==> src/rtl/qte_pkg.sv <==
// shared types, constants and helper functions of the quaternion to euler angle block
package qte_pkg;

    // number of vectoring iterations per angle lane (8 to 24)
    localparam int CORDIC_STEPS = 16;
    localparam int ATAN_LEN     = 24;
    // square root cells: one result bit each, radicand up to 2^56
    localparam int SQRT_STEPS   = 29;
    localparam int SQRT_TOP     = 56;

    // widths
    localparam int PW  = 34;    // atan2 operands, 28 fraction bits
    localparam int XW  = 36;    // cordic x and y with gain headroom
    localparam int ZW  = 32;    // cordic angle, 28 fraction bits
    localparam int RW  = 58;    // square root remainder and result
    localparam int IW  = 5;     // cell index

    localparam logic signed [PW-1:0] ONE_Q28     = PW'(64'sd268435456);
    localparam logic signed [ZW-1:0] PI_Q28      = 32'sd843314857;
    localparam logic signed [15:0]   PI_Q12      = 16'sd12868;
    localparam logic signed [15:0]   HALF_PI_Q12 = 16'sd6434;

    localparam logic signed [ZW-1:0] ATAN_TAB [0:ATAN_LEN-1] = '{
        32'sd210828714, 32'sd124459457, 32'sd65760959, 32'sd33381290,
        32'sd16755422,  32'sd8385879,   32'sd4193963,  32'sd2097109,
        32'sd1048571,   32'sd524287,    32'sd262144,   32'sd131072,
        32'sd65536,     32'sd32768,     32'sd16384,    32'sd8192,
        32'sd4096,      32'sd2048,      32'sd1024,     32'sd512,
        32'sd256,       32'sd128,       32'sd64,       32'sd32
    };

    // atan2 operands carried alongside the square root
    typedef struct packed {
        logic signed [PW-1:0] sr;
        logic signed [PW-1:0] cr;
        logic signed [PW-1:0] sy;
        logic signed [PW-1:0] cy;
        logic signed [PW-1:0] sp;
        logic                 sat;
    } side_t;

    typedef struct packed {
        logic          valid;
        logic [RW-1:0] rem;
        logic [RW-1:0] res;
        side_t         side;
    } sq_t;

    typedef struct packed {
        logic                 zero;
        logic signed [XW-1:0] x;
        logic signed [XW-1:0] y;
        logic signed [ZW-1:0] z;
    } lane_t;

    typedef struct packed {
        logic  valid;
        lane_t roll;
        lane_t pitch;
        lane_t yaw;
        logic  sat;
        logic  neg;
    } cd_t;

    // fold a left half-plane vector into the right half-plane
    function automatic lane_t lane_prep(logic signed [PW-1:0] y, logic signed [PW-1:0] x);
        lane_t l;
        l.zero = (x == '0) && (y == '0);
        l.x    = XW'(x);
        l.y    = XW'(y);
        l.z    = '0;
        if (x < 0)
        begin
            l.z = (y >= 0) ? PI_Q28 : -PI_Q28;
            l.x = -l.x;
            l.y = -l.y;
        end
        return l;
    endfunction

    // one vectoring rotation
    function automatic lane_t lane_rot(lane_t l, logic [IW-1:0] i);
        lane_t                r;
        logic signed [XW-1:0] dx;
        logic signed [XW-1:0] dy;
        r  = l;
        dx = l.y >>> i;
        dy = l.x >>> i;
        if (l.y >= 0)
        begin
            r.x = l.x + dx;
            r.y = l.y - dy;
            r.z = l.z + ATAN_TAB[i];
        end
        else
        begin
            r.x = l.x - dx;
            r.y = l.y + dy;
            r.z = l.z - ATAN_TAB[i];
        end
        return r;
    endfunction

    // round to 12 fraction bits, halves away from zero, then clamp; a zero vector gives zero
    function automatic logic signed [15:0] round_angle(lane_t l, logic signed [15:0] lim);
        logic signed [ZW:0] ze;
        logic signed [ZW:0] q;
        logic signed [ZW:0] le;
        ze = (ZW+1)'(l.z);
        le = (ZW+1)'(lim);
        if (ze >= 0)
            q = (ze + 33'sd32768) >>> 16;
        else
            q = -((-ze + 33'sd32768) >>> 16);
        if (q > le)
            q = le;
        if (q < -le)
            q = -le;
        if (l.zero)
            q = '0;
        return q[15:0];
    endfunction

endpackage

==> src/rtl/qte_sqrt_cell.sv <==
// one bit of the restoring integer square root
module qte_sqrt_cell
    import qte_pkg::*;
(
    input  logic          clk,
    input  logic          rst_n,
    input  logic          en,
    input  logic [IW-1:0] idx,
    input  sq_t           cell_in,
    output sq_t           cell_out
);

    sq_t           cell_reg, cell_next;
    logic [RW-1:0] bit_val;
    logic [5:0]    amt;

    // trial subtract of the current bit
    always_comb
    begin
        amt       = 6'(SQRT_TOP) - {idx, 1'b0};
        bit_val   = RW'(1) << amt;
        cell_next = cell_in;
        if (cell_in.rem >= cell_in.res + bit_val)
        begin
            cell_next.rem = cell_in.rem - (cell_in.res + bit_val);
            cell_next.res = (cell_in.res >> 1) + bit_val;
        end
        else
            cell_next.res = cell_in.res >> 1;
    end

    always_ff @(posedge clk or negedge rst_n)
    begin
        if (!rst_n)
            cell_reg <= '0;
        else if (en)
            cell_reg <= cell_next;
    end

    assign cell_out = cell_reg;

endmodule

==> config.mk <==
export PLATFORM = sky130hd
export DESIGN_NAME = qte_sqrt_cell
export DESIGN_NICKNAME = d
export VERILOG_FILES = /design/src/rtl/qte_pkg.sv /design/src/rtl/qte_sqrt_cell.sv
export SDC_FILE = /design/constraint.sdc
export NUM_CORES = 1
export LEC_CHECK = 0
export ABC_AREA = 1
export BUFFER_PORTS_ARGS = -buffer_cell sky130_fd_sc_hd__buf_2
export CAP_MARGIN = 20
export CELL_PAD_IN_SITES_DETAIL_PLACEMENT = 1
export CELL_PAD_IN_SITES_GLOBAL_PLACEMENT = 1
export CORE_ASPECT_RATIO = 0.6
export CORE_MARGIN = 5
export CORE_UTILIZATION = 40
export DETAILED_ROUTE_END_ITERATION = 10
export MAX_ROUTING_LAYER = met4
export PLACE_DENSITY = 0.84
export SLEW_MARGIN = 20
export SYNTH_ARGS = -nofsm -noshare
export SYNTH_HDL_FRONTEND = slang
export SYNTH_SLANG_ARGS = --single-unit
export TNS_END_PERCENT = 100
==> constraint.sdc <==
create_clock -name clk -period 1.46 [get_ports clk]
set_clock_uncertainty 0.2 [all_clocks]
set_input_delay 0.073 -clock clk [delete_from_list [all_inputs] [get_ports clk]]
set_output_delay 0.073 -clock clk [all_outputs]
set_load 0.005 [all_outputs]
==> reports/results.tsv, run 1 <==
stage	metric	value	unit
clock_tree	CTS root buf	clkbuf_16	
synthesis	area leader, netlist	dfrtp_1	
synthesis	mapped cell area	0.0230	sq mm
synthesis	asr flop ratio synth	100	%
synthesis	EDFF count, synth	0	
place	I/O Buffers	583	
clock_tree	cts bufs inserted	30	
floorplan	Initial Util	40.2	%
clock_tree	htree depth	1	
synthesis	Avg Cell Area, Syn	6.26	sq um
clock_tree	post-cts gate resize count	370	
synthesis	Area contributors post-synth	dfrtp_1 (31%), nand2_1 (23%), nor2_1 (6.5%), inv_1 (6.5%), ha_1 (6.3%)	
clock_tree	Post-CTS Setup Bufs	70	
run_status	stop err	[ERROR DPL-0033] detailed placement checks failed during check placement.	
synthesis	Mapped Nets	4078	
synthesis	area share of the largest cell type after synthesis	31.4	%
floorplan	Top-Level Pins	584	
synthesis	Yosys reg bits	288	
place	DP Area	0.0351	sq mm
synthesis	Mapped Cells	3665	
place	detailed placement HPWL	129	mm
floorplan	DIE WIDTH	319	um
synthesis	Distinct cells, synth	51	
synthesis	sequential cell area fraction in the yosys report	31.4	%
clock_tree	clock sinks	288	
synthesis	Post-synth top flop	dfrtp_1	
floorplan	Cell Rows	68	
floorplan	Die Ht	196	um
place	Final Wtd Congestion	1.05	
run_status	last stage reached	clock tree synthesis	
synthesis	Synth Warn #	0	
run_status	status	stopped before the end	
place	placed insts	5978	
clock_tree	Clock Path Buffers	3	
clock_tree	hold-fix buffers at CTS	403	
[synth_stat cells, drive strengths merged, types with 2 or more instances]
master     n
nand3    188
nand2   1404
a211oi    12
nor4      11
nand3b     8
nor2     403
clkbuf    65
a31oi     16
dfrtp    288
o21bai    13
xnor2     53
o21a       5
or2        7
o211ai    34
a21o      22
o21ai    268
buf       27
o211a      2
xor2      35
nand4     30
nor3      46
ha       116
a21oi    182
a21boi     5
inv      417
[per-stage QoR]
step	hold WS, ns	setup WS (ns)
after floorplan	-0.423	-2.54
after detailed placement	-0.275	-4.74
after global placement	-0.285	-4.53
[kinds of logic after synthesis]
logic type	count (synthesis)	share of synthesized area [%]
AOI/OAI and AO/OA	564	13.7
xor gates and xnor gates	88	3.36
adders and majority gates	117	6.41
buffers and inverters	510	8.76
DFF	288	31.4
and+or+nand+nor	2098	36.4
==> inputs of run 2 (changes only) <==
--- a/config.mk
+++ b/config.mk
@@ -8,14 +8,10 @@
 export ABC_AREA = 1
 export BUFFER_PORTS_ARGS = -buffer_cell sky130_fd_sc_hd__buf_2
 export CAP_MARGIN = 20
-export CELL_PAD_IN_SITES_DETAIL_PLACEMENT = 1
-export CELL_PAD_IN_SITES_GLOBAL_PLACEMENT = 1
-export CORE_ASPECT_RATIO = 0.6
 export CORE_MARGIN = 5
-export CORE_UTILIZATION = 40
+export CORE_UTILIZATION = 25
 export DETAILED_ROUTE_END_ITERATION = 10
-export MAX_ROUTING_LAYER = met4
-export PLACE_DENSITY = 0.84
+export PLACE_DENSITY_LB_ADDON = 0.15
 export SLEW_MARGIN = 20
 export SYNTH_ARGS = -nofsm -noshare
 export SYNTH_HDL_FRONTEND = slang
==> reports/results.tsv, run 2 <==
stage	metric	value	unit	change
worst_setup_path	WP data required	1.72	ns	
worst_setup_path	crit-path max FO	5		
finish	commonest non-fill, non-tap cell in the layout	nand2_1		
clock_tree	clock sinks	288		unchanged
floorplan	DIE WIDTH	313	um	-2.0%
finish	fin cells	6782		
timing	Peak Freq	229	MHz	
clock_tree	CTS root buf	clkbuf_16		
clock_tree	htree depth	2		+1
clock_tree	worst skew pair latency	0.55	ns	
worst_setup_path	CP bufs+invs	9		
flow_run	max-cap violations	0		
finish	number of flip-flops in the largest register	288		
detailed_routing	average wire per standard cell	19.1	um	
timing	post-layout min period	4.36	ns	
grt	largest net degree at the start of global routing	55		
synthesis	Post-synth top flop	dfrtp_1		
grt	grt peak-use layer	met2		
worst_setup_path	Crit-path slowest cell	nor3_4		
worst_setup_path	critical path class	in -> reg		
hold_path	worst hold path cell count	7		
timing	Hold Slack	-0.0413	ns	
worst_setup_path	CP most frequent cell	nand2_2		
place	placed insts	6300		+5.4%
synthesis	Area contributors post-synth	dfrtp_1 (31%), nand2_1 (23%), nor2_1 (6.5%), inv_1 (6.5%), ha_1 (6.3%)		
synthesis	Mapped Nets	4078		unchanged
synthesis	mux cell area share after synthesis	0	%	unchanged
worst_setup_path	Max stage delay on crit path	0.27	ns	
synthesis	Avg Cell Area, Syn	6.26	sq um	unchanged
worst_setup_path	R2R depth	3		
clock_tree	Clock Path Buffers	3		unchanged
grt	number of global-route vias before repair	30700		
timing	RSZ-0062 raised after global routing	true		
place	detailed placement HPWL	103	mm	-20%
finish	fin nets	5973		
finish	share of cells above drive strength 1	39.5	%	
place	Final Wtd Congestion	0.953		-9.1%
hold_path	Hold Crit Start	cell_in[172]		
synthesis	synthesized-area fraction occupied by adder cells	6.41	%	unchanged
detailed_routing	Total Routed Length	129	mm	
grt	global-route wire length before repair	188	mm	
detailed_routing	initial DRC count	2337		
synthesis	xor-xnor portion of the synthesized cell area	3.36	%	unchanged
synthesis	Yosys reg bits	288		unchanged
timing	final setup margin	-2.90	ns	
worst_setup_path	RR Endpoint	cell_out[275]		
synthesis	Synth Warn #	0		unchanged
worst_setup_path	CP delay by family, top	simple AND/OR/NAND/NOR gates		
pwr	PD cells	736	mW/mm^2	
pwr	Peak VDD IR	0.745	mV	
run_status	status	finished with violations		
grt	GRT met2 Usage	41.1	%	
detailed_routing	routed vias/inst	4.60		
synthesis	largest family of logic cells by synthesized area	simple AND/OR/NAND/NOR gates		
floorplan	total core area	0.0914	sq mm	
finish	synthesis-to-finish area growth	86.2	%	
synthesis	Synth Area in Compound Gates	13.7	%	unchanged
synthesis	post-synthesis simple-gate area fraction	36.4	%	unchanged
grt	initial antenna violation count	18		
finish	utilization after layout	46.8	%	
timing	Setup-failing EPs final	289		
synthesis	area leader, netlist	dfrtp_1		
detailed_routing	vias	31200		
synthesis	EDFF count, synth	0		unchanged
pwr	leakage	21.7	nW	
worst_setup_path	startpoint types	input pin		
synthesis	Distinct cells, synth	51		unchanged
floorplan	full die area	0.0980	sq mm	
timing	final hold vios	3		
worst_setup_path	setup slack, reg-to-reg	0.48	ns	
hold_path	Min-Delay Path Class	in -> reg		
grt	M3 GR Usage	3.93	%	
synthesis	Mapped Cells	3665		unchanged
worst_setup_path	crit path capture type	flop		
synthesis	mapped cell area	0.0230	sq mm	unchanged
detailed_routing	DRC errors left	0		
synthesis	top cells by count, synth	nand2_1 (1401), nor2_1 (400), inv_1 (395)		
clock_tree	CTS tree	yes		
synthesis	sequential cell area fraction in the yosys report	31.4	%	unchanged
synthesis	top-count cell post-synth	nand2_1		
finish	most frequent cells in the layout	nand2_1 (1283), buf_4 (972), buf_2 (574)		
grt	total track usage	24.9	%	
timing	Worst Tran Pin Value	0.724	ns	
hold_path	Hold Path Sink	cell_out[171]		
synthesis	area share of the largest cell type after synthesis	31.4	%	unchanged
timing	count of pins over their slew limit	0		
floorplan	Die Ht	313	um	+60%
place	I/O Buffers	583		unchanged
grt	total congestion overflow	0		
worst_setup_path	Data arrival, critical path	4.62	ns	
floorplan	Cell Rows	111		+63%
detailed_routing	post-detailed-route count of antenna-violating nets	0		
floorplan	Initial Util	25.1	%	-15 points
timing	slew margin rel.	51.2	%	
clock_tree	cts bufs inserted	36		+20%
clock_tree	CTS clock-pin slew for the worst setup and hold paths	0.06	ns	
synthesis	asr flop ratio synth	100	%	unchanged
detailed_routing	first-pass detailed-route iteration total	5		
finish	FILL cells	9349		
floorplan	Top-Level Pins	584		unchanged
grt	GRT met1 Usage	33.1	%	
timing	fin crit share	299	%	
run_status	failing checks	hold timing, setup timing		
pwr	Total Power	31.5	mW	
worst_setup_path	RR Startpoint	cell_out[275]		
run 2: kinds of logic after synthesis:
logic type / Yosys count
buffers and inverters: 510
flip-flops: 288
AND/OR/NAND/NOR: 2098
adder cells (fa/ha/maj): 117
AO/OA/AOI/OAI: 564
XOR/XNOR: 88
run 2: worst min-delay path, stage by stage:
cell and delay (ns):
buf_2 0.12, buf_4 0.11, ha_1 0.16, nand2_4 0.06, o21ai_4 0.05, nand2_1 0.05
nand2_1 0.06
run 2: power by group:
group	total, mW	switching (mW)	leakage (nW)	internal (mW)
clock network	9.23	3.87	0.581	5.36
logic	12.8	6.56	17.6	6.23
registers	9.44	0.520	3.49	8.92
run 2: final cells by class:
| class | count | area, sq um | share of cell area, % |
|---|---|---|---|
| diodes | 11 | 27.5 | 0.0644 |
| flip-flops and latches | 288 | 7210 | 16.9 |
| repair buffers | 1949 | 15000 | 35.1 |
| multi-input cells | 2867 | 16200 | 37.9 |
| inverters | 418 | 1610 | 3.78 |
| clock inverters | 17 | 201 | 0.471 |
| clock buffers | 46 | 988 | 2.31 |
| well taps | 1186 | 1480 | 3.47 |
run 2: through the flow:
stage               instance area, sq um  TNS [ns]  setup WS [ns]
floorplan                          23400   -288.68          -2.54
global placement                   34800   -453.20          -4.11
detailed placement                 34800   -455.51          -4.07
CTS                                41800   -425.07          -2.68
global route                       42700   -382.73          -3.07
finish                             42800   -359.33          -2.90
run 2: layer usage:
layer  share of wire (%)  vias up  wire length [um]
met4                 3.8       14              4910
met3                 6.3      208              8120
li1                    -    15600                 -
met5               0.070        -                90
met2                  46      970             59500
met1                  44    14500             56600
run 2: timing repair:
| item | 4_1_cts | 5_1_grt |
|---|---|---|
| buffers inserted | 59 | 18 |
| gates resized for setup | 481 | 167 |
| setup endpoints to repair | 126 | 321 |
| pin swaps | 150 | 127 |
| endpoints found under the hold margin | 573 | 137 |
| hold buffers | 312 | 2 |
| cloned | 18 | 7 |
run 2: how the worst max path moves through the flow:
stage	start	end	cells after the start
6_report	idx[1]	cell_out[185]	36
2_1_floorplan	idx[0]	cell_out[207]	31
5_1_grt	idx[1]	cell_out[215]	38
3_3_place_gp	idx[0]	cell_out[215]	34
4_1_cts	idx[3]	cell_out[207]	34
3_5_place_dp	idx[0]	cell_out[215]	34
Power figures use the tool's default switching activity.
